$ cat config.mk
export PLATFORM = sky130hd
export DESIGN_NAME = tlrp_dda
export DESIGN_NICKNAME = d
export VERILOG_FILES = /design/src/rtl/tlrp_pkg.sv /design/src/rtl/tlrp_div.sv /design/src/rtl/tlrp_dda.sv
export SDC_FILE = /design/constraint.sdc
export NUM_CORES = 1
export LEC_CHECK = 0
export BUFFER_PORTS_ARGS = -buffer_cell sky130_fd_sc_hd__clkbuf_2
export CORE_UTILIZATION = 55
export CTS_CLUSTER_SIZE = 30
export DETAILED_ROUTE_END_ITERATION = 10
export PLACE_DENSITY_LB_ADDON = 0.15
export SYNTH_ARGS = -nofsm -noshare
export SYNTH_HDL_FRONTEND = slang
export SYNTH_SLANG_ARGS = --single-unit
export TNS_END_PERCENT = 30
$ cat constraint.sdc
create_clock -name clock -period 7.9 [get_ports clock]
set_clock_uncertainty 0.2 [all_clocks]
set_input_delay 1.58 -clock clock [delete_from_list [all_inputs] [get_ports clock]]
set_output_delay 1.58 -clock clock [all_outputs]
set_load 0.02 [all_outputs]
$ cat src/rtl/tlrp_pkg.sv
package tlrp_pkg;

   localparam int MAP_DIM_DEF = 256;
   localparam int MAX_HW_DEF  = 15;
   localparam int FRAC_DEF    = 16;

   localparam int COORD_W = 11;
   localparam int DIFF_W  = 11;
   localparam int OFS_W   = 12;

   typedef logic signed [COORD_W-1:0] coord_type;
   typedef logic signed [OFS_W-1:0]   wcoord_type;

   typedef struct packed {
      logic      go;
      coord_type ax;
      coord_type ay;
      coord_type bx;
      coord_type by;
   } dda_cmd_type;

   typedef struct packed {
      logic      pt_valid;
      logic      done;
      coord_type px;
      coord_type py;
   } dda_stat_type;

endpackage

$ cat src/rtl/tlrp_div.sv
module tlrp_div import tlrp_pkg::*; #(
   parameter int FRAC_BITS = FRAC_DEF
) (
   input  logic                          clock,
   input  logic                          reset,
   input  logic                          go,
   input  logic [DIFF_W+FRAC_BITS-1:0]   num,
   input  logic [DIFF_W-1:0]             den,
   output logic                          done,
   output logic [DIFF_W+FRAC_BITS-1:0]   quo
);

   localparam int NUM_W = DIFF_W + FRAC_BITS;
   localparam int CNT_W = $clog2(NUM_W + 1);

   logic [NUM_W-1:0]  qn_ff, qn_in;
   logic [DIFF_W-1:0] rem_ff, rem_in;
   logic [DIFF_W-1:0] den_ff, den_in;
   logic [CNT_W-1:0]  cnt_ff, cnt_in;
   logic              done_ff, done_in;
   logic [DIFF_W:0]   trial;

   always_comb begin
      qn_in   = qn_ff;
      rem_in  = rem_ff;
      den_in  = den_ff;
      cnt_in  = cnt_ff;
      done_in = 1'b0;
      trial   = {rem_ff, qn_ff[NUM_W-1]};
      if (go) begin
         qn_in  = num;
         rem_in = '0;
         den_in = den;
         cnt_in = CNT_W'(NUM_W);
      end else if (cnt_ff != '0) begin
         cnt_in = cnt_ff - 1'b1;
         if (trial >= {1'b0, den_ff}) begin
            rem_in = DIFF_W'(trial - {1'b0, den_ff});
            qn_in  = {qn_ff[NUM_W-2:0], 1'b1};
         end else begin
            rem_in = DIFF_W'(trial);
            qn_in  = {qn_ff[NUM_W-2:0], 1'b0};
         end
         done_in = (cnt_ff == CNT_W'(1));
      end
   end

   always_ff @(posedge clock) begin
      if (reset) begin
         cnt_ff  <= '0;
         done_ff <= 1'b0;
      end else begin
         cnt_ff  <= cnt_in;
         done_ff <= done_in;
      end
      qn_ff  <= qn_in;
      rem_ff <= rem_in;
      den_ff <= den_in;
   end

   assign done = done_ff;
   assign quo  = qn_ff;

endmodule

$ cat src/rtl/tlrp_dda.sv
module tlrp_dda import tlrp_pkg::*; #(
   parameter int FRAC_BITS = FRAC_DEF
) (
   input  logic         clock,
   input  logic         reset,
   input  dda_cmd_type  cmd,
   output dda_stat_type stat
);

   localparam int NUM_W = DIFF_W + FRAC_BITS;
   localparam int CUR_W = COORD_W + 1 + FRAC_BITS;

   localparam logic [1:0] D_IDLE = 2'd0;
   localparam logic [1:0] D_DIVX = 2'd1;
   localparam logic [1:0] D_DIVY = 2'd2;
   localparam logic [1:0] D_RUN  = 2'd3;

   typedef logic signed [CUR_W-1:0] fix_type;

   logic [1:0]        state_ff, state_in;
   logic [DIFF_W-1:0] absdy_ff, absdy_in;
   logic              negx_ff, negx_in, negy_ff, negy_in;
   logic [DIFF_W-1:0] den_ff, den_in;
   logic [DIFF_W-1:0] rem_ff, rem_in;
   coord_type         ax_ff, ax_in, ay_ff, ay_in;
   fix_type           stepx_ff, stepx_in, stepy_ff, stepy_in;
   fix_type           curx_ff, curx_in, cury_ff, cury_in;

   logic signed [COORD_W:0] dx, dy;
   logic [DIFF_W-1:0] absdx_c, absdy_c, maxd_c, den_c;
   logic              div_go, div_done;
   logic [NUM_W-1:0]  div_num, div_quo;
   logic [DIFF_W-1:0] div_den;
   fix_type           step_c;

   function automatic coord_type to_cell(input fix_type c);
      fix_type m;
      m = (c < 0) ? -c : c;
      m = m >>> FRAC_BITS;
      return (c < 0) ? COORD_W'(-m) : COORD_W'(m);
   endfunction

   tlrp_div #(.FRAC_BITS(FRAC_BITS)) u_div (
      .clock (clock),
      .reset (reset),
      .go    (div_go),
      .num   (div_num),
      .den   (div_den),
      .done  (div_done),
      .quo   (div_quo)
   );

   always_comb begin
      dx      = {cmd.bx[COORD_W-1], cmd.bx} - {cmd.ax[COORD_W-1], cmd.ax};
      dy      = {cmd.by[COORD_W-1], cmd.by} - {cmd.ay[COORD_W-1], cmd.ay};
      absdx_c = dx[COORD_W] ? DIFF_W'(-dx) : DIFF_W'(dx);
      absdy_c = dy[COORD_W] ? DIFF_W'(-dy) : DIFF_W'(dy);
      maxd_c  = (absdx_c > absdy_c) ? absdx_c : absdy_c;
      den_c   = (maxd_c == '0) ? DIFF_W'(1) : maxd_c;
      step_c  = fix_type'({1'b0, div_quo});

      state_in = state_ff;
      absdy_in = absdy_ff;
      negx_in  = negx_ff;
      negy_in  = negy_ff;
      den_in   = den_ff;
      rem_in   = rem_ff;
      ax_in    = ax_ff;
      ay_in    = ay_ff;
      stepx_in = stepx_ff;
      stepy_in = stepy_ff;
      curx_in  = curx_ff;
      cury_in  = cury_ff;
      div_go   = 1'b0;
      div_num  = {absdy_ff, {FRAC_BITS{1'b0}}};
      div_den  = den_ff;

      unique case (state_ff)
         D_IDLE: begin
            if (cmd.go) begin
               div_go   = 1'b1;
               div_num  = {absdx_c, {FRAC_BITS{1'b0}}};
               div_den  = den_c;
               absdy_in = absdy_c;
               negx_in  = dx[COORD_W];
               negy_in  = dy[COORD_W];
               den_in   = den_c;
               rem_in   = maxd_c;
               ax_in    = cmd.ax;
               ay_in    = cmd.ay;
               state_in = D_DIVX;
            end
         end
         D_DIVX: begin
            if (div_done) begin
               stepx_in = negx_ff ? -step_c : step_c;
               div_go   = 1'b1;
               state_in = D_DIVY;
            end
         end
         D_DIVY: begin
            if (div_done) begin
               stepy_in = negy_ff ? -step_c : step_c;
               curx_in  = fix_type'(ax_ff) <<< FRAC_BITS;
               cury_in  = fix_type'(ay_ff) <<< FRAC_BITS;
               state_in = D_RUN;
            end
         end
         D_RUN: begin
            if (rem_ff == '0) begin
               state_in = D_IDLE;
            end else begin
               rem_in  = rem_ff - 1'b1;
               curx_in = curx_ff + stepx_ff;
               cury_in = cury_ff + stepy_ff;
            end
         end
         default: state_in = D_IDLE;
      endcase
   end

   always_ff @(posedge clock) begin
      if (reset) begin
         state_ff <= D_IDLE;
      end else begin
         state_ff <= state_in;
      end
      absdy_ff <= absdy_in;
      negx_ff  <= negx_in;
      negy_ff  <= negy_in;
      den_ff   <= den_in;
      rem_ff   <= rem_in;
      ax_ff    <= ax_in;
      ay_ff    <= ay_in;
      stepx_ff <= stepx_in;
      stepy_ff <= stepy_in;
      curx_ff  <= curx_in;
      cury_ff  <= cury_in;
   end

   assign stat.pt_valid = (state_ff == D_RUN);
   assign stat.done     = (state_ff == D_RUN) && (rem_ff == '0);
   assign stat.px       = to_cell(curx_ff);
   assign stat.py       = to_cell(cury_ff);

endmodule

==> flow_summary.ini <==
[layout]
instances_no_fill = 1882
nets = 1692
drive_gt1_share_pct = 10.67
design_area_um2 = 16250
nFillCells = 2139
multi_input_area_um2 = 7762
syn2layout_area_growth_pct = 10.21
seqCellArea_um2 = 6486
n_antenna_cell = 0

[timing]
hold_viol = 0
tightestPinTransition_ns = 1.175
fmax_mhz = 158.8
fin_crit_ns = 6.299
relSlewSlack_pct = 21.59
rsz0062_at_grt = no
fin_hold_ws_ns = 0.2653
slew_violations = 0
setup_viol = 0
tns_ns = 0
min_period_over_period_pct = 79.73

[clock_tree]
cts_max_level = 1
numCtsBuffers = 25
cts_setup_buffers = 0
cts-root-buf = clkbuf_16
ctsHoldBuffers = 0
cts.sinks = 226
cts_tree = done
cts_buffer_depth = 3
clkSlewWorstSetupHoldPaths_ns = 0.06
cts-resized-gates = 0
clock_latency_ns = 0.54

[setup_path]
reg2reg_from = u_div.quo[0]
startpoint = cmd[11]
critPathMaxStageDelay_ns = 0.60
arrival_ns = 6.45
cp_common_cell = ha_1
path_cells = clkbuf_2 > inv_1 > ha_1 > fa_1 > ha_1 > nand2_1 > a211oi_1 > nand3_1 > o31ai_1 > a21oi_1 > xnor2_1 > inv_1 > ha_1 > o21a_1 > nor2_1 > a21oi_1 > o31a_1 > mux2i_1 > a21boi_0 > nand4b_1 > o31ai_1
endpoint_kind = flop
start_kind = input pin
criticalPathCategory = input pin to flop
cp_top_family = compound AO/OA/AOI/OAI gates
path_max_fanout = 13
cp.required_ns = 8.05
critPathBufInv = 3
slowest_stage = o31a_1

[logic_synthesis]
syn-cell-area_um2 = 14750
netlist_instances = 1459
synthMostInstantiatedCell = edfxtp_1
async_flop_share_pct = 0
ys_warn_count = 0
yosys-top-cells-area = edfxtp_1 (40%), ha_1 (9.4%), xnor2_1 (6.8%)
synthTopCellsByCount = edfxtp_1 (196), nand2_1 (128), xnor2_1 (115), ha_1 (111), inv_1 (100)
synth.distinct_cells = 65
yosysSeqAreaShare_pct = 43.98
synth_area_leader_cell = edfxtp_1
synth_top_area_share_pct = 39.91
syn_nets = 1622
synth_area_per_cell_um2 = 10.11
synth_edf_count = 196
ys.flop_type = edfxtp_1
synth_seq_cells = 226

[place]
dpl-instance-area_um2 = 15460
dp_hpwl_mm = 23.48
port_buffers = 70
place_inst = 1837
gp_congestion = 0.9092

[hold_path]
hold_start = den_ff[1]
hp-class = flop to flop

[die]
ios = 71
fp.coreArea_um2 = 26210
fp-row-count = 59
initial_core_util_pct = 56.27
die_w_um = 165.7
die_area_um2 = 27470
die_h_um = 165.7

[routing]
ant_nets = 0
vias = 10820
route.detailed.drc = 0
drtIter0Drc = 732
via_per_inst = 5.749
wirelength_mm = 31.78
wl_per_cell_um = 16.89
firstDrtPassIters = 5

[global_route]
grt_pass1_wl_mm = 51.57
gr-usage-all-layers_pct = 23.12
grt_max_degree = 60
overflow = 0
grt_pass1_vias = 10310
antenna_found_initial = 0

[power_and_ir_drop]
worst_ir_drop_vdd_v = 0.0003039
p_leak_nw = 6.586
power.density_nw_per_um2 = 320.2

[outcome]
status = finished, final reports clean

[run]
max_cap_viol_count = 0
==> where the power goes <==
part,switching (W),internal (W)
Sequential,0.000262,0.00178
Combinational,0.00117,0.000852
Clock,0.000467,0.000674
==> tightest hold or removal path: cells and delay by family, from the launching register on <==
kind,cells,cell delay [ns]
AOI/OAI and AO/OA,1,0.08
DFF,1,0.30
and+or+nand+nor,1,0.04
==> cells in the final DEF (no fill, tap or decap), types with 21 or more instances in the layout <==
master	n
mux2i_1	31
edfxtp_1	196
a21o_1	30
o21ai_0	97
and3_1	21
nand2_1	128
ha_1	110
xor2_1	54
mux2_2	28
dfxtp_1	30
a21oi_1	70
nand3_1	25
nor3_1	38
clkbuf_2	70
nor2_1	94
xnor2_1	115
inv_1	100
clkbuf_16	25
nand2b_1	28
==> logic make-up (layout without fill, tap and decap cells) <==
family	Yosys count	after routing	synth area share (%)
buf+inv	136	224	3.479
flops	226	226	43.98
simple gates	452	452	15.43
fa+ha+maj	116	116	10.10
mux	59	59	4.242
compound gates	301	301	12.74
xor+xnor	169	169	10.04
==> routing by layer <==
layer / vias up / track usage [%] / routed length, um
met2: 187 / 41.32 / 16030
li1: 5424 / - / -
met4: 0 / 7.883 / 960
met3: 67 / 2.264 / 933
met1: 5142 / 29.30 / 13850
met5: - / 0 / 0
==> flip-flops by register name, indices dropped and copies added, names as in the netlist, 5 cells and up <==
signal and cells:
stepy_ff 28, cury_ff 28, absdy_ff 11, den_ff 11, u_div.cnt_ff 5, u_div.rem_ff 11, stepx_ff 28, curx_ff 28
rem_ff 11, ay_ff 11, u_div.quo 27, ax_ff 11, u_div.den_ff 11
==> through the flow <==
stage	setup slack (ns)	total power [W]	utilization, %
floorplan	1.761	0.003551	-
global placement	1.295	0.004039	58.98
detailed placement	1.125	0.004083	58.98
CTS	1.664	0.005235	62.01
global route	1.166	0.005561	62.01
finish	1.601	0.005204	62.01
==> worst paths after layout <==
path | to | slack [ns] | cells past startpoint
min | den_ff[1] | 0.27 | 2
max reg2reg | stepy_ff[26] | 3.32 | 12
min reg2reg | den_ff[1] | 0.27 | 2
max | u_div.den_ff[0] | 1.60 | 21
==> layout make-up <==
class                      count  share of cell area (%)
multi-input combinational   1097                   47.76
sequential                   226                   39.91
clock buffer                  28                   3.919
tap                          335                   2.579
timing repair buffer          78                   2.525
inverter                     101                   2.333
clock inverter                17                  0.9701
(Power assumes the default switching activity.)
